$ cat config.mk
export PLATFORM = sky130hd
export DESIGN_NAME = mwm_front
export DESIGN_NICKNAME = d
export VERILOG_FILES = /design/src/sv/mwm_pkg.sv /design/src/sv/mwm_front.sv
export SDC_FILE = /design/constraint.sdc
export NUM_CORES = 2
export LEC_CHECK = 0
export ABC_AREA = 1
export ABC_CLOCK_PERIOD_IN_PS = 14900
export BUFFER_PORTS_ARGS = -buffer_cell sky130_fd_sc_hd__buf_2
export CORE_UTILIZATION = 55
export CTS_CLUSTER_SIZE = 25
export DETAILED_ROUTE_END_ITERATION = 6
export GPL_TIMING_DRIVEN = 1
export PLACE_DENSITY_LB_ADDON = 0.12
export SLEW_MARGIN = 0
export SYNTH_ARGS = -nofsm -noshare
export SYNTH_HDL_FRONTEND = slang
export SYNTH_SLANG_ARGS = --single-unit
$ cat constraint.sdc
create_clock -name clk -period 14.9 [get_ports clk]
set_clock_uncertainty 0.1 [all_clocks]
set_input_delay 0.745 -clock clk [delete_from_list [all_inputs] [get_ports clk]]
set_output_delay 0.745 -clock clk [all_outputs]
set_load 0.005 [all_outputs]
$ cat src/sv/mwm_pkg.sv
// Shared constants for the mecanum wheel mixer.
`timescale 1ns / 1ps

package mwm_pkg;

    localparam int VEL_BITS_DEFAULT = 15;
    localparam int MAX_BITS         = 15;
    localparam int WHEEL_BITS       = 16;
    localparam int NUM_WHEELS       = 4;
    // Quotient never exceeds the speed limit, so it needs as many bits
    localparam int QUO_BITS         = MAX_BITS;

    localparam logic [MAX_BITS-1:0] MAX_SPEED_RESET = 15'd8192;

endpackage

$ cat src/sv/mwm_front.sv
// Front end: wheel mixing, magnitude, largest search and scale product.
`timescale 1ns / 1ps

module mwm_front
    import mwm_pkg::*;
#(
    parameter int VEL_BITS = VEL_BITS_DEFAULT
)
(
    input  logic                                           clk,
    input  logic                                           rst_n,
    input  logic                                           in_valid,
    output logic                                           in_ready,
    input  logic signed [VEL_BITS-1:0]                     vel_forward,
    input  logic signed [VEL_BITS-1:0]                     vel_sideways,
    input  logic signed [VEL_BITS-1:0]                     vel_rotate,
    input  logic        [MAX_BITS-1:0]                     max_speed,
    output logic                                           out_valid,
    input  logic                                           out_ready,
    output logic        [NUM_WHEELS-1:0][VEL_BITS:0]       out_rem,
    output logic        [NUM_WHEELS-1:0][QUO_BITS-1:0]     out_low,
    output logic        [VEL_BITS:0]                       out_div,
    output logic        [NUM_WHEELS-1:0]                   out_neg,
    output logic                                           out_scaled
);

    localparam int MAG_W  = VEL_BITS + 1;
    localparam int SUM_W  = VEL_BITS + 2;
    localparam int PROD_W = MAG_W + MAX_BITS;
    localparam int CMP_W  = (MAG_W > MAX_BITS) ? MAG_W : MAX_BITS;

    // stage 1: mixed magnitudes
    logic                                 v1_reg, v1_next;
    logic [NUM_WHEELS-1:0][MAG_W-1:0]     mag1_reg, mag1_next;
    logic [NUM_WHEELS-1:0]                neg1_reg, neg1_next;
    // stage 2: divisor and multiplier chosen
    logic                                 v2_reg, v2_next;
    logic [NUM_WHEELS-1:0][MAG_W-1:0]     mag2_reg;
    logic [NUM_WHEELS-1:0]                neg2_reg;
    logic [MAG_W-1:0]                     div2_reg, div2_next;
    logic [MAX_BITS-1:0]                  mul2_reg, mul2_next;
    logic                                 scl2_reg, scl2_next;
    // stage 3: products split into remainder head and dividend tail
    logic                                 v3_reg, v3_next;
    logic [NUM_WHEELS-1:0][MAG_W-1:0]     rem3_reg, rem3_next;
    logic [NUM_WHEELS-1:0][QUO_BITS-1:0]  low3_reg, low3_next;
    logic [NUM_WHEELS-1:0]                neg3_reg;
    logic [MAG_W-1:0]                     div3_reg;
    logic                                 scl3_reg;

    logic rdy1, rdy2, rdy3;

    logic signed [SUM_W-1:0]              fe, se, re;
    logic signed [NUM_WHEELS-1:0][SUM_W-1:0] sum;
    logic        [SUM_W-1:0]              abs_v [NUM_WHEELS];
    logic        [MAG_W-1:0]              l01, l23, largest;
    logic                                 scale;
    logic        [PROD_W-1:0]             prod [NUM_WHEELS];

    assign rdy3     = !v3_reg || out_ready;
    assign rdy2     = !v2_reg || rdy3;
    assign rdy1     = !v1_reg || rdy2;
    assign in_ready = rdy1;

    always_comb
    begin
        fe = {{2{vel_forward[VEL_BITS-1]}}, vel_forward};
        se = {{2{vel_sideways[VEL_BITS-1]}}, vel_sideways};
        re = {{2{vel_rotate[VEL_BITS-1]}}, vel_rotate};
        sum[0] = fe + se + re;
        sum[1] = fe - se + re;
        sum[2] = fe - se - re;
        sum[3] = fe + se - re;
        for (int k = 0; k < NUM_WHEELS; k++)
        begin
            neg1_next[k] = sum[k][SUM_W-1];
            abs_v[k]     = neg1_next[k] ? (SUM_W'(0) - sum[k]) : sum[k];
            mag1_next[k] = abs_v[k][MAG_W-1:0];
        end
        v1_next = rdy1 ? in_valid : v1_reg;
    end

    always_comb
    begin
        l01     = (mag1_reg[0] > mag1_reg[1]) ? mag1_reg[0] : mag1_reg[1];
        l23     = (mag1_reg[2] > mag1_reg[3]) ? mag1_reg[2] : mag1_reg[3];
        largest = (l01 > l23) ? l01 : l23;
        scale   = CMP_W'(largest) > CMP_W'(max_speed);
        // unscaled wheels pass through as m * 1 / 1
        div2_next = scale ? largest : MAG_W'(1);
        mul2_next = scale ? max_speed : MAX_BITS'(1);
        scl2_next = scale;
        v2_next   = rdy2 ? v1_reg : v2_reg;
    end

    always_comb
    begin
        for (int k = 0; k < NUM_WHEELS; k++)
        begin
            prod[k]      = PROD_W'(mag2_reg[k]) * PROD_W'(mul2_reg);
            rem3_next[k] = prod[k][PROD_W-1:QUO_BITS];
            low3_next[k] = prod[k][QUO_BITS-1:0];
        end
        v3_next = rdy3 ? v2_reg : v3_reg;
    end

    always_ff @(posedge clk or negedge rst_n)
    begin
        if (!rst_n)
        begin
            v1_reg <= 1'b0;
            v2_reg <= 1'b0;
            v3_reg <= 1'b0;
        end
        else
        begin
            v1_reg <= v1_next;
            v2_reg <= v2_next;
            v3_reg <= v3_next;
        end
    end

    always_ff @(posedge clk)
    begin
        if (rdy1 && in_valid)
        begin
            mag1_reg <= mag1_next;
            neg1_reg <= neg1_next;
        end
        if (rdy2 && v1_reg)
        begin
            mag2_reg <= mag1_reg;
            neg2_reg <= neg1_reg;
            div2_reg <= div2_next;
            mul2_reg <= mul2_next;
            scl2_reg <= scl2_next;
        end
        if (rdy3 && v2_reg)
        begin
            rem3_reg <= rem3_next;
            low3_reg <= low3_next;
            neg3_reg <= neg2_reg;
            div3_reg <= div2_reg;
            scl3_reg <= scl2_reg;
        end
    end

    assign out_valid  = v3_reg;
    assign out_rem    = rem3_reg;
    assign out_low    = low3_reg;
    assign out_div    = div3_reg;
    assign out_neg    = neg3_reg;
    assign out_scaled = scl3_reg;

endmodule

* Yosys cells after proc, flatten, opt, wreduce, memory -nomap -nowiden
Index checks and enable logic that the tools add are counted.
** Word-level totals
- Register bits :: 316
- Input port bits :: 64
** Cells by class
- Muxes and demuxes :: 7
- $mul :: 4
- Reductions and logical operators :: 9
- Add/sub/neg operators :: 10
- Magnitude comparators :: 4
** Operator list (count)
- 16-bit by 15-bit multiplier with 31-bit output :: 4
- 16-bit 2-to-1 mux :: 7
- 1-bit by 16-bit subtractor with 16-bit output (first input constant) :: 4
- 16-bit > comparator :: 3
- 16-bit by 15-bit adder with 17-bit output :: 2
- 16-bit by 15-bit subtractor with 17-bit output :: 2
- 15-bit by 15-bit adder with 16-bit output :: 1
- 16-bit by 15-bit > comparator with 1-bit output :: 1
- 15-bit by 15-bit subtractor with 16-bit output :: 1
- 1-bit logical AND :: 3
- 1-bit logical NOT :: 3
- 1-bit logical OR :: 3

* Depth between registers and ports, before layout
- Word-level depth :: 5
- Gate-level depth with buffers :: 38
- Depth with buffers taken out :: 36

* Worst setup path before layout
OpenSTA, ideal clock, no wires.
- Path kind :: input -> register
- Start point :: input port out_ready
- End point :: register div3_reg[0] (netlist: out_div[0]) (enable)
- Stages on the path :: 2
- Arrival time :: 7674 ps
- Data required time :: 14105 ps
- Path buffers :: 0
- Path slack :: 6432 ps
- Cells stage by stage :: inv_1 > a21oi_1
** Between the ends
- Word-level cells in the longest chain between the ends :: 2
** RTL lines
- start, declared :: line mwm_front.sv:19 : input logic out_ready,
- 1-bit logical OR :: line mwm_front.sv:60 : assign rdy3 = !v3_reg || out_ready;
- 1-bit logical AND :: line mwm_front.sv:138 : if (rdy3 && v2_reg)
- end signal, assigned :: line mwm_front.sv:143 : div3_reg <= div2_reg;
- end, declared :: line mwm_front.sv:48 : logic [MAG_W-1:0] div3_reg;
No other way between the ends.
A chain may end at the register's enable or synchronous reset.

* Final worst setup path
- Start point :: register mag1_reg[49] (netlist name)
- End point :: register mul2_reg[10], data pin
** Between the ends
- Word-level cells in the longest chain between the ends :: 5
** RTL lines
- start, declared :: line mwm_front.sv:34 : logic [NUM_WHEELS-1:0][MAG_W-1:0] mag1_reg, mag1_next;
- start signal, assigned :: line mwm_front.sv:127 : mag1_reg <= mag1_next;
- 16-bit > comparator :: line mwm_front.sv:86 : l23 = (mag1_reg[2] > mag1_reg[3]) ? mag1_reg[2] : mag1_reg[3];
- 16-bit 2-to-1 mux * :: line mwm_front.sv:86
- 16-bit > comparator :: line mwm_front.sv:87 : largest = (l01 > l23) ? l01 : l23;
- 16-bit 2-to-1 mux * :: line mwm_front.sv:87
- 16-bit by 15-bit > comparator with 1-bit output * :: line mwm_front.sv:88 : scale = CMP_W'(largest) > CMP_W'(max_speed);
- end signal, assigned :: line mwm_front.sv:135 : mul2_reg <= mul2_next;
- end, declared :: line mwm_front.sv:41 : logic [MAX_BITS-1:0] mul2_reg, mul2_next;
Mark *: on every way between the ends. The rest lies on a longest branch, timed or not.

==> impl_metrics.yaml <==
timing:
  final_hold_viol_count: 0
  max_freq_ghz: 0.144
  fin_tns_setup_ns: 0
  setup_violations: 0
  drv_slew: 0
  period_needed_ns: 6.96
  tightestPinTransition_ns: 1.08
  timing.final.crit_share_pct: 46.7
  grt_setup_unrepaired: "false"
  max_slew_margin_pct: 27.6
finish:
  fillers: 8385
  syn_to_final_growth_pct: 6.09
  multi_input_area_um2: 35100
  layout-drive-gt1-share_pct: 6.21
  fin_nets: 7578
  ff_latch_area_um2: 9380
  largest_register_ffs: 64
  antenna_cells: 0
placement:
  place_congestion: 0.976
  dp_hpwl_mm: 108
  io_buffers: 210
logic_synthesis:
  ys_ff_latch: 313
  synthArstFlopShare_pct: 0.958
  syn_area_um2: 50900
  syn_inst: 6193
  netlist.area_leader.share_pct: 28.6
  synth_fp_nets: 7524
  synth.largest_area_cell: "fa_1"
  synth_edf_count: 310
  yosys_warnings: 0
  synth_ff_type: "edfxtp_1"
  netlist_top_cells_area: "fa_1 29%, edfxtp_1 18%, ha_1 13%"
  ys_types: 55
  postSynthAreaPerCell_um2: 8.21
  synth-seq-area-share_pct: 18.5
clock_tree:
  clk_pin_slew_ns: 0.06
  cts_tree: "done"
  htree_levels: 2
  cts_hold_buf: 1
  cts_resized: 0
  clkLatencyLatePin_ns: 0.63
  postCtsSetupRepairBufs: 0
  root_buffer: "clkbuf_16"
  cts_buffers: 41
  clock_sinks: 313
  clockBufferDepth: 3
status:
  status: "complete, no violations"
routing:
  vias: 40200
  vias_per_cell: 5.39
  drt-total-wl_mm: 138
  drc: 0
  drt_first_iter_violations: 3052
  first_pass_iters: 6
  drtAntennaViolNets: 0
  wl_per_cell_um: 18.5
worst_setup_path:
  endpoint_kind: "flip-flop"
  crit_type: "reg2reg"
  crit_fanout: 29
  worstReg2RegEnd: "mul2_reg[10]$_SDFFCE_PP0P_"
  slowest_delay_ns: 0.76
  startpoint_type: "flip-flop"
  worstRegToRegCells: 31
  cp.arrival_ns: 7.16
  crit_slowest_cell: "nand2_1"
  worstPathRequired_ns: 15.10
  r2r_setup_slack_ns: 7.94
  crit_path_frequent_cell: "nand2_1"
  r2r_start: "mag1_reg[49]$_DFFE_PP_"
  endpoint: "mul2_reg[10]$_SDFFCE_PP0P_"
  startpoint: "mag1_reg[49]$_DFFE_PP_"
global_route:
  grt_pass1_wl_mm: 221
  grt_pass1_vias: 40900
  grt_util_met1_pct: 40.4
  grt_util_met2_pct: 50.9
  antenna_found_initial: 4
  grt_busiest_layer: "met2"
  grt_overflow: 0
  met3_usage_pct: 5.20
  track_usage_pct: 30.2
  grt_max_degree: 75
floorplanning:
  die-area_um2: 93700
  die_w_um: 306
  fp.dieH_um: 306
  num_rows: 111
  fp.coreArea_um2: 91700
  io_pins: 211
  initial_core_util_pct: 55.5
worst_hold_path:
  min_path_type: "in2reg"
run:
  maxCapViolCount: 0
-- through the flow --
step           util (%)  instance area (µm²)  setup WS [ns]  hold WS [ns]  cells
2_1_floorplan         -                50900           6.43         0.300   6193
3_3_place_gp       57.4                52600           8.07         0.303   7389
3_5_place_dp       57.4                52600           8.12         0.305   7389
4_1_cts            58.9                54000           8.09         0.281   7462
5_1_grt            58.9                54000           7.32         0.291   7462
6_report           58.9                54000           7.94         0.298   7462
-- synth_stat cells, types with 4 or more instances --
library cell / number
nand2_1: 1655
inv_1: 1419
fa_1: 726
ha_1: 541
edfxtp_1: 310
a21oi_1: 254
nand3_1: 236
nor2_1: 212
clkbuf_1: 171
xor2_1: 130
o21ai_0: 105
nand4_1: 54
xnor2_1: 53
nor3_1: 37
o21bai_1: 24
a31oi_1: 18
and2_1: 18
nor2_2: 17
nand2_2: 15
buf_2: 14
o21ai_1: 14
a21o_1: 13
inv_2: 13
buf_4: 12
buf_6: 12
a21oi_2: 11
buf_1: 11
a21boi_0: 9
nand3_2: 9
nand3b_1: 9
o21a_1: 8
nor2_4: 7
nor4_1: 7
o211ai_1: 7
nor3_2: 4
o31ai_1: 4
xor2_2: 4
-- worst min path at each step --
stage	cells after the start	slack (ns)	from	end
floorplan	0	0.30	neg1_reg[0]$_DFFE_PP_	neg2_reg[0]$_DFFE_PP_
global placement	0	0.30	neg2_reg[1]$_DFFE_PP_	out_neg[1]$_DFFE_PP_
detailed placement	0	0.31	div2_reg[9]$_SDFFCE_PP0P_	out_div[9]$_DFFE_PP_
CTS	3	0.28	in_valid	v1_reg$_DFFE_PN0N_
global route	3	0.29	in_valid	v1_reg$_DFFE_PN0N_
finish	3	0.30	in_valid	v1_reg$_DFFE_PN0N_
-- cell type report --
class | instances | share of cell area, %
Timing Repair Buffer | 232 | 2.26
Clock inverter | 28 | 0.608
Inverter | 1435 | 10.0
Tap cell | 1186 | 2.75
Sequential cell | 313 | 17.4
Multi-Input combinational cell | 4224 | 65.1
Clock buffer | 44 | 1.92
-- placed cells by master, fill, tap and decap left out, types with 37 or more instances in the layout --
| master | count |
|---|---|
| nand2_1 | 1655 |
| inv_1 | 1417 |
| fa_1 | 726 |
| ha_1 | 541 |
| edfxtp_1 | 310 |
| a21oi_1 | 253 |
| nand3_1 | 236 |
| nor2_1 | 212 |
| buf_2 | 210 |
| xor2_1 | 130 |
| o21ai_0 | 105 |
| nand4_1 | 54 |
| xnor2_1 | 53 |
| clkbuf_16 | 41 |
| nor3_1 | 37 |
-- metal layers --
metal  part of all wire (%)  up-vias  wire, µm
met5                  0.035        -        48
met4                    2.4        8      3320
met3                    7.6      223     10400
met2                     48     1470     65900
met1                     42    19600     58100
li1                       -    18900         -
-- critical path, delay by kind of cell (launching register included) --
family / cells / cell delay [ns]
adders and majority gates: 3 / 0.78
DFF: 1 / 0.48
buffers and inverters: 5 / 0.74
and+or+nand+nor: 13 / 2.38
AOI/OAI and AO/OA: 10 / 2.14
-- cells by family (layout without fill, tap and decap cells) --
kind of cell             count (synthesis)  count (layout)  synth area share [%]
flip-flops                             313             313                  18.5
AO/OA/AOI/OAI                          484             484                  5.36
XOR/XNOR                               187             187                  3.28
buffers and inverters                 1656            1739                  12.5
adder cells (fa/ha/maj)               1267            1267                  41.9
AND/OR/NAND/NOR                       2286            2286                  18.5
Power is left out: the tool's default activity adds up to more than one toggle a clock period on the data nets, which glitch-free logic cannot reach.
