**src/sv/mwm_pkg.sv**
```systemverilog
// Shared constants for the mecanum wheel mixer.
`timescale 1ns / 1ps

package mwm_pkg;

    localparam int VEL_BITS_DEFAULT = 15;
    localparam int MAX_BITS         = 15;
    localparam int WHEEL_BITS       = 16;
    localparam int NUM_WHEELS       = 4;
    // Quotient never exceeds the speed limit, so it needs as many bits
    localparam int QUO_BITS         = MAX_BITS;

    localparam logic [MAX_BITS-1:0] MAX_SPEED_RESET = 15'd8192;

endpackage

```
**src/sv/mwm_div_cell.sv**
```systemverilog
// One restoring-division cell: one quotient bit for all four wheels.
`timescale 1ns / 1ps

module mwm_div_cell
    import mwm_pkg::*;
#(
    parameter int VEL_BITS = VEL_BITS_DEFAULT
)
(
    input  logic                                       clk,
    input  logic                                       rst_n,
    input  logic                                       in_valid,
    output logic                                       in_ready,
    input  logic [NUM_WHEELS-1:0][VEL_BITS:0]          in_rem,
    input  logic [NUM_WHEELS-1:0][QUO_BITS-1:0]        in_low,
    input  logic [NUM_WHEELS-1:0][QUO_BITS-1:0]        in_quo,
    input  logic [VEL_BITS:0]                          in_div,
    input  logic [NUM_WHEELS-1:0]                      in_neg,
    input  logic                                       in_scaled,
    output logic                                       out_valid,
    input  logic                                       out_ready,
    output logic [NUM_WHEELS-1:0][VEL_BITS:0]          out_rem,
    output logic [NUM_WHEELS-1:0][QUO_BITS-1:0]        out_low,
    output logic [NUM_WHEELS-1:0][QUO_BITS-1:0]        out_quo,
    output logic [VEL_BITS:0]                          out_div,
    output logic [NUM_WHEELS-1:0]                      out_neg,
    output logic                                       out_scaled
);

    localparam int MAG_W = VEL_BITS + 1;

    logic                                 valid_reg, valid_next;
    logic [NUM_WHEELS-1:0][MAG_W-1:0]     rem_reg, rem_next;
    logic [NUM_WHEELS-1:0][QUO_BITS-1:0]  low_reg, low_next;
    logic [NUM_WHEELS-1:0][QUO_BITS-1:0]  quo_reg, quo_next;
    logic [MAG_W-1:0]                     div_reg;
    logic [NUM_WHEELS-1:0]                neg_reg;
    logic                                 scaled_reg;

    logic [MAG_W:0] trial [NUM_WHEELS];
    logic [MAG_W:0] diff  [NUM_WHEELS];
    logic           ge    [NUM_WHEELS];

    assign in_ready = !valid_reg || out_ready;

    always_comb
    begin
        for (int k = 0; k < NUM_WHEELS; k++)
        begin
            // bring down the next dividend bit, subtract if it fits
            trial[k]    = {in_rem[k], in_low[k][QUO_BITS-1]};
            diff[k]     = trial[k] - {1'b0, in_div};
            ge[k]       = trial[k] >= {1'b0, in_div};
            rem_next[k] = ge[k] ? diff[k][MAG_W-1:0] : trial[k][MAG_W-1:0];
            low_next[k] = {in_low[k][QUO_BITS-2:0], 1'b0};
            quo_next[k] = {in_quo[k][QUO_BITS-2:0], ge[k]};
        end
        valid_next = in_ready ? in_valid : valid_reg;
    end

    always_ff @(posedge clk or negedge rst_n)
    begin
        if (!rst_n)
            valid_reg <= 1'b0;
        else
            valid_reg <= valid_next;
    end

    always_ff @(posedge clk)
    begin
        if (in_ready && in_valid)
        begin
            rem_reg    <= rem_next;
            low_reg    <= low_next;
            quo_reg    <= quo_next;
            div_reg    <= in_div;
            neg_reg    <= in_neg;
            scaled_reg <= in_scaled;
        end
    end

    assign out_valid  = valid_reg;
    assign out_rem    = rem_reg;
    assign out_low    = low_reg;
    assign out_quo    = quo_reg;
    assign out_div    = div_reg;
    assign out_neg    = neg_reg;
    assign out_scaled = scaled_reg;

endmodule
```
**config.mk**
```make
export PLATFORM = sky130hd
export DESIGN_NAME = mwm_div_cell
export DESIGN_NICKNAME = d
export VERILOG_FILES = /design/src/sv/mwm_pkg.sv /design/src/sv/mwm_div_cell.sv
export SDC_FILE = /design/constraint.sdc
export NUM_CORES = 1
export LEC_CHECK = 0
export BUFFER_PORTS_ARGS = -buffer_cell sky130_fd_sc_hd__buf_2
export CELL_PAD_IN_SITES_DETAIL_PLACEMENT = 0
export CELL_PAD_IN_SITES_GLOBAL_PLACEMENT = 1
export CORE_UTILIZATION = 34
export DETAILED_ROUTE_END_ITERATION = 16
export PLACE_DENSITY = 0.8
export SETUP_SLACK_MARGIN = 0.02
export SLEW_MARGIN = 20
export SYNTH_ARGS = -nofsm -noshare
export SYNTH_HDL_FRONTEND = slang
export SYNTH_SLANG_ARGS = --single-unit
```
**constraint.sdc**
```tcl
create_clock -name clk -period 5.9 [get_ports clk]
set_input_delay 1.77 -clock clk [delete_from_list [all_inputs] [get_ports clk]]
set_output_delay 1.77 -clock clk [all_outputs]
set_load 0.01 [all_outputs]
```
Word level (Yosys, flattened, before mapping)
Cells that the tools add are included.
{"block": "word_totals", "register_bits": 202, "inputBits": 209, "out_inout_bits": 207, "elab_cells": 31}
{"block": "classes", "n_addsub": 4, "magnitude_cmp": 4, "mux": 4, "reduce_logical": 3}
{"cell": ">= comparator 17 x 16 -> 1 bit", "n": 4}
{"cell": "two-way mux 16 bit", "n": 4}
{"cell": "subtractor 16 bit", "n": 4}
{"cell": "logical AND 1 bit", "n": 1}
{"cell": "logical NOT 1 bit", "n": 1}
{"cell": "logical OR 1 bit", "n": 1}

Depth between registers and ports, before layout
Gate-level depths: netlist (run 1).
{"block": "logic_depth", "word_depth": 3, "mapped_depth": 12, "mapped_depth_nobuf": 10}

Worst setup path before layout (run 1)
No wires, ideal clock.
{"block": "synth_path", "path_kind": "input to register", "startpoint": "in out_ready", "endpoint": "reg div_reg[0], in the netlist out_div[0], enable pin", "setup_time_ns": 0.587, "t_arrival_ns": 6.572, "required_ns": 5.313, "path_slack_ns": -1.259, "stages": 2, "n_path_buf": 0, "cell_sequence": "nand2b_1 > and2_1"}
{"block": "synth_via", "elab_chain_len": 2}
{"element": "start: declaration", "line": "mwm_div_cell.sv:21", "rtl": "input logic out_ready,"}
{"element": "logical OR 1 bit", "line": "mwm_div_cell.sv:44", "rtl": "assign in_ready = !valid_reg || out_ready;"}
{"element": "logical AND 1 bit", "line": "mwm_div_cell.sv:71", "rtl": "if (in_ready && in_valid)"}
{"element": "end signal: assignment", "line": "mwm_div_cell.sv:76", "rtl": "div_reg <= in_div;"}
{"element": "end: declaration", "line": "mwm_div_cell.sv:36", "rtl": "logic [MAG_W-1:0] div_reg;"}
No other way between the ends.
A chain may end at the register's enable or synchronous reset.

==> summary.txt, run 1 <==
Global route
  – First-pass GRT wire length: 47800 µm
  – Vias in the first global route: 7802
  – Met1 Use GR: 25.2%
  – Largest net degree at the start of global routing: 72
  – Initial antenna violation count: 8
  – Gr usage total: 21.3%
  – Met3 global-route usage: 6.82%
  – Overflow left after global routing: 0
  – Most used routing layer: met2
  – Met2 GRT Util: 36.2%

Floorplanning
  – Initial core utilization: 34.8%
  – Chip width: 174 µm
  – Core Rows: 62
  – Die ar.: 30200 µm²
  – Total I/O pin count: 416
  – Chip height: 174 µm
  – Core footprint: 28900 µm²

STA
  – Tightest Pin Transition: 1.00 ns
  – Worst relative slew slack: 33.2%
  – Final setup margin: 1.56 ns
  – Min Tclk post-route: 4.34 ns
  – Setup TNS: 0 ns
  – Endpoints failing setup: 0
  – Fmax: 0.230 GHz
  – Clock skew: 0.0123 ns
  – Hold Fails Final Rpt: 0
  – RSZ-0062 raised after global routing: false
  – Final period utilization: 73.6%
  – Max-slew violations: 0

Layout
  – Nets: 1461
  – Core Util, Final: 46.1%
  – Fillers: 2759
  – Post-route cell area: 13300 µm²
  – FF/Latch Area: 6060 µm²
  – Area grow syn2layout: 32.5%
  – Share of layout cells above drive strength 1: 39.9%
  – Footprint of the multi-input gates: 3730 µm²

Place
  – Dpl ws: 1.09 ns
  – I/O Buffers: 407
  – DP HPWL: 25500 µm
  – GPL Wtd Cong: 0.870
  – Area post-placement: 12500 µm²

Critical path
  – Crit path from: in_div[6]
  – Startpoint types: input port
  – WS Path Type: in -> reg
  – WP data arrival: 4.61 ns
  – Critical-path top delay cell: o31a_1
  – Max Fanout on Critical Path: 19
  – Delay-heaviest family, CP: compound AO/OA/AOI/OAI gates
  – Crit path capture: out_rem[23]$_DFFE_PP_
  – R2R Path Start: out_valid$_DFFE_PN0N_
  – CP peak stage delay: 0.84 ns
  – Crit path buf inv count: 2
  – Worst path depth: 9
  – WP data required: 6.17 ns
  – Worst r2r path cells: 3
  – Critical path capture point type: flip-flop
  – R2R setup slack: 3.69 ns
  – Crit path cell chain: buf_2 -> inv_1 -> ha_1 -> nand3_1 -> nor3_1 -> o31ai_1 -> a31oi_1 -> o31a_1 -> mux2_2
  – Terminus of the critical flop-to-flop path: out_rem[47]$_DFFE_PP_

Clocking
  – TritonCTS Buffers: 24
  – Clk Latency, worst-skew pair: 0.52 ns
  – Hold buffer count at CTS: 0
  – CTS tree: yes
  – CTS clk-pin slew, worst paths: 0.06 ns
  – Post-CTS Setup Bufs: 0
  – Clk sink count: 202
  – H-Tree Depth: 1
  – CTS root buffer: clkbuf_16
  – Post-CTS Resized: 0
  – Clock Tree Buf Depth: 3

Detailed routing
  – Final WL: 33600 µm
  – Via count: 7994
  – 1st-iter DRT viols: 544
  – ANT nets after route: 0
  – Drt first pass iters: 5
  – Drt wl/cell: 21.2 µm
  – Final routed DRC violation total: 0
  – DR vias/cell: 5.04

Outcome
  – Status: complete, no violations

Pwr
  – PwrDens: 301 nW/µm²
  – Static Leak: 0.00573 µW
  – Max rail drop VDD: 0.176 mV

Synthesis
  – Top cells by area, synth: edfxtp_1 (60%), ha_1 (8.0%), xnor2_1 (2.2%)
  – Cell Area, Synth: 10000 µm²
  – Mean Syn Cell Area: 13.2 µm²
  – Synth warn: 0
  – Flops & latches, synth: 202
  – Ys flop type: edfxtp_1
  – Post-synth EDFFs: 201
  – Post-synth top area share: 60.2%
  – Post-synth ARST share: 0.495%
  – Area leader, netlist: edfxtp_1
  – Syn Inst Count: 759
  – Netlist cell types: 67
  – Seq/Total Area, Yosys: 60.4%

Worst hold path
  – Hold Crit Class: reg -> reg

Job
  – Max_cap viols: 0
[cell usage in the layout, fill, tap and decap left out, drive strengths merged, types with 4 or more instances in the layout]
cell type  netlist  final
a211oi           8      8
a21o            24     24
a21oi           39     39
a31oi            7      7
and2             8      8
buf             13    414
clkbuf           5     30
clkinv           0      5
conb             1      4
diode            0      4
edfxtp         201    201
fa               4      4
ha              64     64
inv             36     37
mux2            23     23
mux2i            5      5
nand2           51     51
nand2b          12     12
nand3            6      6
nand4           11     11
nor2            37     37
nor2b           11     11
nor3            14     14
o21a            16     16
o21ai           52     52
o31a             8      8
o31ai            9      9
xnor2           25     25
xor2            13     13
[worst min-delay path by stage]
stage / endpoint / startpoint / cells after the start
2_1_floorplan: out_valid$_DFFE_PN0N_ / out_valid$_DFFE_PN0N_ / 2
3_3_place_gp: out_valid$_DFFE_PN0N_ / out_valid$_DFFE_PN0N_ / 2
3_5_place_dp: out_valid$_DFFE_PN0N_ / out_valid$_DFFE_PN0N_ / 2
4_1_cts: out_valid$_DFFE_PN0N_ / out_valid$_DFFE_PN0N_ / 2
5_1_grt: out_valid$_DFFE_PN0N_ / out_valid$_DFFE_PN0N_ / 2
6_report: out_valid$_DFFE_PN0N_ / out_valid$_DFFE_PN0N_ / 2
[tightest hold or removal path, delay by kind of cell, from the launching register on]
kind / cells / cell delay [ns]
AND/OR/NAND/NOR: 2 / 0.16
flip-flops: 1 / 0.34
[synth_stat cells, drive strengths merged, types with 4 or more instances]
| library cell | number |
|---|---|
| nand4 | 11 |
| a21oi | 39 |
| ha | 64 |
| mux2i | 5 |
| xnor2 | 25 |
| nand2b | 12 |
| fa | 4 |
| nor3 | 14 |
| xor2 | 13 |
| nor2b | 11 |
| a21o | 24 |
| buf | 13 |
| a31oi | 7 |
| a211oi | 8 |
| mux2 | 23 |
| nand2 | 51 |
| edfxtp | 201 |
| o21ai | 52 |
| o31a | 8 |
| nand3 | 6 |
| inv | 36 |
| o21a | 16 |
| o31ai | 9 |
| nor2 | 37 |
| clkbuf | 5 |
| and2 | 8 |
[where the power goes]
part | switching [µW] | total [µW] | internal, µW
combinational | 448 | 776 | 328
sequential | 26.1 | 1750 | 1720
clock | 591 | 1470 | 879
[state kept, by name, summed over array words and instances (netlist names)]
| register | flops |
|---|---|
| out_valid | 1 |
| out_div | 16 |
| out_neg | 4 |
| out_scaled | 1 |
| out_quo | 60 |
| out_rem | 64 |
| out_low | 56 |
[through the flow]
step | power [µW] | hold slack, ns | instances
after floorplan | 2260 | 0.622 | 762
after global placement | 2550 | 0.512 | 1542
after detailed placement | 2560 | 0.527 | 1542
after CTS | 4040 | 0.543 | 1583
after global routing | 4160 | 0.620 | 1583
final | 4000 | 0.539 | 1587
[kinds of logic after synthesis]
kind of cell             share of synthesized area (%)
flip-flops                                        60.4
AO/OA/AOI/OAI                                     13.3
AND/OR/NAND/NOR                                   8.38
adder cells (fa/ha/maj)                           8.78
buffers and inverters                             2.57
XOR/XNOR                                          3.32
multiplexers                                      3.23
other                                           0.0374
[metal layers]
metal	wire length, µm	vias up
li1	-	3762
met1	13200	3835
met2	16100	330
met3	2970	59
met4	1250	8
met5	52	-
[cell type report]
cell class / instances / share of cell area [%]
sequential: 202 / 45.6
multi-input combinational: 506 / 28.1
clock inverter: 11 / 1.10
inverter: 36 / 1.02
timing repair buffer: 414 / 15.8
tap: 384 / 3.62
clock buffer: 30 / 4.69
antenna: 4 / 0.0753
(Power assumes the default switching activity.)
==> inputs of run 2 (changes only) <==
- CORE_UTILIZATION: 34 -> 38
- PLACE_DENSITY: 0.8 -> 0.85
- clock period: 5.9 -> 4 ns (I/O delays scaled with it)
==> summary.txt, run 2 (synthesis gave the netlist of run 1 again) <==
Floorplanning
  – Total I/O pin count: 416
  – Core footprint: 26000 µm²
  – Core Rows: 59
  – Initial core utilization: 38.6%
  – Die ar.: 27100 µm²
  – Chip width: 164 µm
  – Chip height: 164 µm

Clocking
  – Post-CTS Resized: 0
  – Hold buffer count at CTS: 0
  – CTS root buffer: clkbuf_16
  – Clk Latency, worst-skew pair: 0.53 ns
  – TritonCTS Buffers: 24
  – CTS tree: yes
  – Clock Tree Buf Depth: 3
  – Post-CTS Setup Bufs: 0
  – CTS clk-pin slew, worst paths: 0.06 ns
  – H-Tree Depth: 1
  – Clk sink count: 202

Place
  – I/O Buffers: 407
  – GPL Wtd Cong: 0.896
  – Area post-placement: 12600 µm²
  – DP HPWL: 26400 µm

Detailed routing
  – DR vias/cell: 5.16
  – Drt wl/cell: 21.8 µm
  – 1st-iter DRT viols: 516
  – Final routed DRC violation total: 0
  – ANT nets after route: 0
  – Via count: 8072
  – Final WL: 34100 µm
  – Drt first pass iters: 4

Layout
  – Post-route cell area: 13500 µm²
  – Fillers: 2357
  – Max reg flops: 64
  – Nets: 1481
  – Commonest cells after routing, fill and taps aside: buf_2 (407), edfxtp_1 (201), ha_1 (64)
  – Most common cell after layout, fill and taps aside: buf_2
  – Share of layout cells above drive strength 1: 41.4%
  – Core Util, Final: 51.9%
  – Area grow syn2layout: 34.4%

Global route
  – First-pass GRT wire length: 47000 µm
  – Overflow left after global routing: 0
  – Largest net degree at the start of global routing: 69
  – Initial antenna violation count: 10
  – Vias in the first global route: 7668
  – Gr usage total: 23.8%

STA
  – RSZ-0062 raised after global routing: false
  – Endpoints failing setup: 0
  – Max-slew violations: 0
  – Fmax: 0.292 GHz
  – Hold Fails Final Rpt: 0
  – Clock skew: 0.0269 ns
  – Min Tclk post-route: 3.43 ns
  – Setup TNS: 0 ns
  – Final period utilization: 85.7%

Pwr
  – Switching share of power: 27.1%
  – Reg power frac: 42.4%
  – PwrDens: 450 nW/µm²
  – Max rail drop VDD: 0.457 mV
  – Pint: 4420 µW
  – Psw: 1650 µW
  – Static Leak: 0.00588 µW
  – Combinational power share: 19.7%
  – Clock share of power: 37.8%

Job
  – Max_cap viols: 0

Critical path
  – WP data arrival: 3.71 ns
  – Crit path cell chain: buf_2 -> inv_1 -> ha_1 -> nor2b_1 -> o31a_1 -> o31ai_2 -> nand2_2 -> a311oi_4 -> buf_4 -> nor2b_1 -> a21oi_1
  – Critical-path top delay cell: a311oi_4
  – Startpoint types: input port
  – WS Path Type: in -> reg
  – Max Fanout on Critical Path: 10
  – WP data required: 4.29 ns
  – Critical path capture point type: flip-flop
  – Critical path's most frequent cell: nor2b_1
  – CP peak stage delay: 0.45 ns

Worst hold path
  – Hold Crit Class: in -> async

Outcome
  – Status: complete, no violations
==> run 2: power groups by stage <==
stage | logic [µW] | registers (µW) | clock network (µW)
floorplan | 621 | 2710 | 0
global placement | 1170 | 2620 | 0
detailed placement | 1190 | 2620 | 0
CTS | 1200 | 2580 | 2350
global route | 1300 | 2590 | 2430
finish | 1200 | 2580 | 2300
==> run 2: through the flow <==
stage	total power (µW)	hold slack, ns	worst slack (ns)	instances
floorplan	3330	0.629	0.563	762
global placement	3790	0.569	0.0904	1513
detailed placement	3810	0.589	0.0308	1513
CTS	6120	0.420	0.592	1557
global route	6320	0.420	0.414	1560
finish	6070	0.436	0.572	1563
==> run 2: worst paths after layout <==
kind | from | endpoint | slack (ns) | depth (start not counted)
setup / recovery | in_div[1] | out_rem[39]$_DFFE_PP_ | 0.57 | 11
hold / removal | rst_n | out_valid$_DFFE_PN0N_ | 0.44 | 1
setup reg to reg | out_valid$_DFFE_PN0N_ | out_rem[51]$_DFFE_PP_ | 2.20 | 3
hold reg to reg | out_valid$_DFFE_PN0N_ | out_valid$_DFFE_PN0N_ | 0.61 | 2
max in group asynchronous | rst_n | out_valid$_DFFE_PN0N_ | 3.47 | 1
min in group clk | out_valid$_DFFE_PN0N_ | out_valid$_DFFE_PN0N_ | 0.61 | 2
==> run 2: worst max-delay path, delay by kind of cell <==
family / cells / cell delay, ns
AND/OR/NAND/NOR: 3 / 0.45
adder cells (fa/ha/maj): 1 / 0.33
AO/OA/AOI/OAI: 4 / 1.08
buffers and inverters: 3 / 0.65
==> run 2: layer usage <==
metal / GRT usage (%) / routed length [µm]
met3: 7.68 / 3310
met1: 29.2 / 13600
met2: 38.1 / 15500
met4: 10.8 / 1620
met5: 0 / 60
==> run 2: final cells by class <==
class	count	area, µm²	share of cell area, %
clock buffers	25	604	4.48
clock inverters	19	224	1.66
repair buffers	434	2290	17.0
inverters	36	135	1.00
well taps	335	419	3.11
diodes	6	15.0	0.111
multi-input cells	506	3730	27.7
flip-flops and latches	202	6060	45.0
==> inputs of run 3 (changes only) <==
- MAX_ROUTING_LAYER: not set -> met4
==> summary.txt, run 3 (synthesis gave the netlist of run 1 again) <==
Detailed routing
  – Drt first pass iters: 5
  – 1st-iter DRT viols: 512
  – Drt wl/cell: 21.6 µm
  – ANT nets after route: 0
  – Final WL: 33900 µm
  – Via count: 8104
  – DR vias/cell: 5.17
  – Final routed DRC violation total: 0

Global route
  – Met1 Use GR: 29.0%
  – First-pass GRT wire length: 46600 µm
  – Overflow left after global routing: 0
  – Met3 global-route usage: 6.83%
  – Initial antenna violation count: 12
  – Vias in the first global route: 7797
  – Gr usage total: 24.5%
  – Met2 GRT Util: 39.4%
  – Most used routing layer: met2
  – Largest net degree at the start of global routing: 105

Layout
  – Post-route cell area: 13400 µm²
  – Area grow syn2layout: 34.0%
  – Share of layout cells above drive strength 1: 41.0%
  – Nets: 1481
  – Max reg flops: 64
  – Cell Count, Final, Fillers Out: 1569
  – Most common cell after layout, fill and taps aside: buf_2
  – Commonest cells after routing, fill and taps aside: buf_2 (407), edfxtp_1 (201), ha_1 (64)

STA
  – Max-slew violations: 0
  – Hold Fails Final Rpt: 0
  – Setup TNS: 0 ns
  – Min Tclk post-route: 3.43 ns
  – Tightest Pin Transition: 0.636 ns
  – Clock skew: 0.0181 ns
  – Fmax: 0.291 GHz
  – Worst relative slew slack: 57.6%
  – Final setup margin: 0.567 ns
  – Final period utilization: 85.8%
  – RSZ-0062 raised after global routing: false
  – Endpoints failing setup: 0

Floorplanning
  – Chip width: 164 µm
  – Total I/O pin count: 416
  – Initial core utilization: 38.6%
  – Core Rows: 59
  – Die ar.: 27100 µm²
  – Chip height: 164 µm
  – Core footprint: 26000 µm²

Place
  – DP HPWL: 26300 µm
  – I/O Buffers: 407
  – Area post-placement: 12600 µm²
  – GPL Wtd Cong: 0.919
  – Placed cells: 1513
  – Dpl ws: 0.0595 ns

Worst hold path
  – Hold Crit Class: in -> async

Clocking
  – CTS tree: yes
  – TritonCTS Buffers: 24
  – Clk sink count: 202
  – CTS clk-pin slew, worst paths: 0.06 ns
  – Clock Tree Buf Depth: 3
  – H-Tree Depth: 1
  – Hold buffer count at CTS: 0
  – Post-CTS Setup Bufs: 0
  – CTS root buffer: clkbuf_16
  – Clk Latency, worst-skew pair: 0.53 ns
  – Post-CTS Resized: 0

Critical path
  – Crit path cell chain: buf_2 -> inv_1 -> ha_1 -> nor2b_1 -> o31a_1 -> o31ai_2 -> nand2_2 -> a311oi_4 -> buf_4 -> nor2b_1 -> a21oi_1
  – WP data required: 4.28 ns
  – Critical-path top delay cell: a311oi_4
  – WS Path Type: in -> reg
  – Critical path's most frequent cell: nor2b_1
  – Critical path capture point type: flip-flop
  – Crit path buf inv count: 3
  – Delay-heaviest family, CP: compound AO/OA/AOI/OAI gates
  – WP data arrival: 3.71 ns
  – CP peak stage delay: 0.46 ns
  – Max Fanout on Critical Path: 10
  – Startpoint types: input port

Job
  – Max_cap viols: 0

Pwr
  – Post-route total power: 5970 µW
  – PwrDens: 444 nW/µm²
  – Static Leak: 0.00586 µW
  – Max rail drop VDD: 0.416 mV

Outcome
  – Status: complete, no violations
## run 3: cell types whose count changed in the layout (fill, tap and decap cells not counted), sizes merged
cell / change
clkbuf: +4
bufinv: -1
clkinvlp: -1
clkinv: -2
diode: +6
## run 3: per-layer routing
| layer | routed length, µm | vias to the layer above | share of wire [%] |
|---|---|---|---|
| li1 | - | 3829 | - |
| met1 | 13600 | 3863 | 40 |
| met2 | 15900 | 352 | 47 |
| met3 | 2960 | 60 | 8.7 |
| met4 | 1380 | 0 | 4.1 |
| met5 | 0 | - | 0 |
## run 3: final timing paths
| check | from | end | slack (ns) | cells after the start |
|---|---|---|---|---|
| hold / removal | rst_n | out_valid$_DFFE_PN0N_ | 0.45 | 1 |
| hold reg to reg | out_valid$_DFFE_PN0N_ | out_valid$_DFFE_PN0N_ | 0.58 | 2 |
| max in group asynchronous | rst_n | out_valid$_DFFE_PN0N_ | 3.46 | 1 |
| setup reg to reg | out_valid$_DFFE_PN0N_ | out_rem[4]$_DFFE_PP_ | 2.23 | 3 |
| min in group clk | out_valid$_DFFE_PN0N_ | out_valid$_DFFE_PN0N_ | 0.58 | 2 |
| setup / recovery | in_div[1] | out_rem[39]$_DFFE_PP_ | 0.57 | 11 |
## run 3: cell type report
type                       count  area, µm²
antenna                       12       30.0
clock buffer                  29        619
clock inverter                15        164
fill                        2301      12500
inverter                      36        135
multi-input combinational    506       3730
sequential                   202       6060
tap                          335        419
timing repair buffer         434       2280
## run 3: report_power, final
part	leakage [µW]	switching [µW]	internal (µW)
Clock	0.000385	897	1300
Combinational	0.00355	677	513
Sequential	0.00193	38.8	2540
Total	0.00586	1610	4360
## run 3: worst reg2reg max path, stage by stage, from the launching register on
cell and delay [ns]:
dfrtp_1 0.38, nand2b_1 0.13, and2_4 0.30, buf_12 0.42
## run 3: per-stage QoR
step                      util, %  hold WS [ns]
after floorplan                 -         0.629
after global placement       48.6         0.544
after detailed placement     48.6         0.561
after CTS                    51.6         0.419
after global routing         51.7         0.415
final                        51.7         0.445
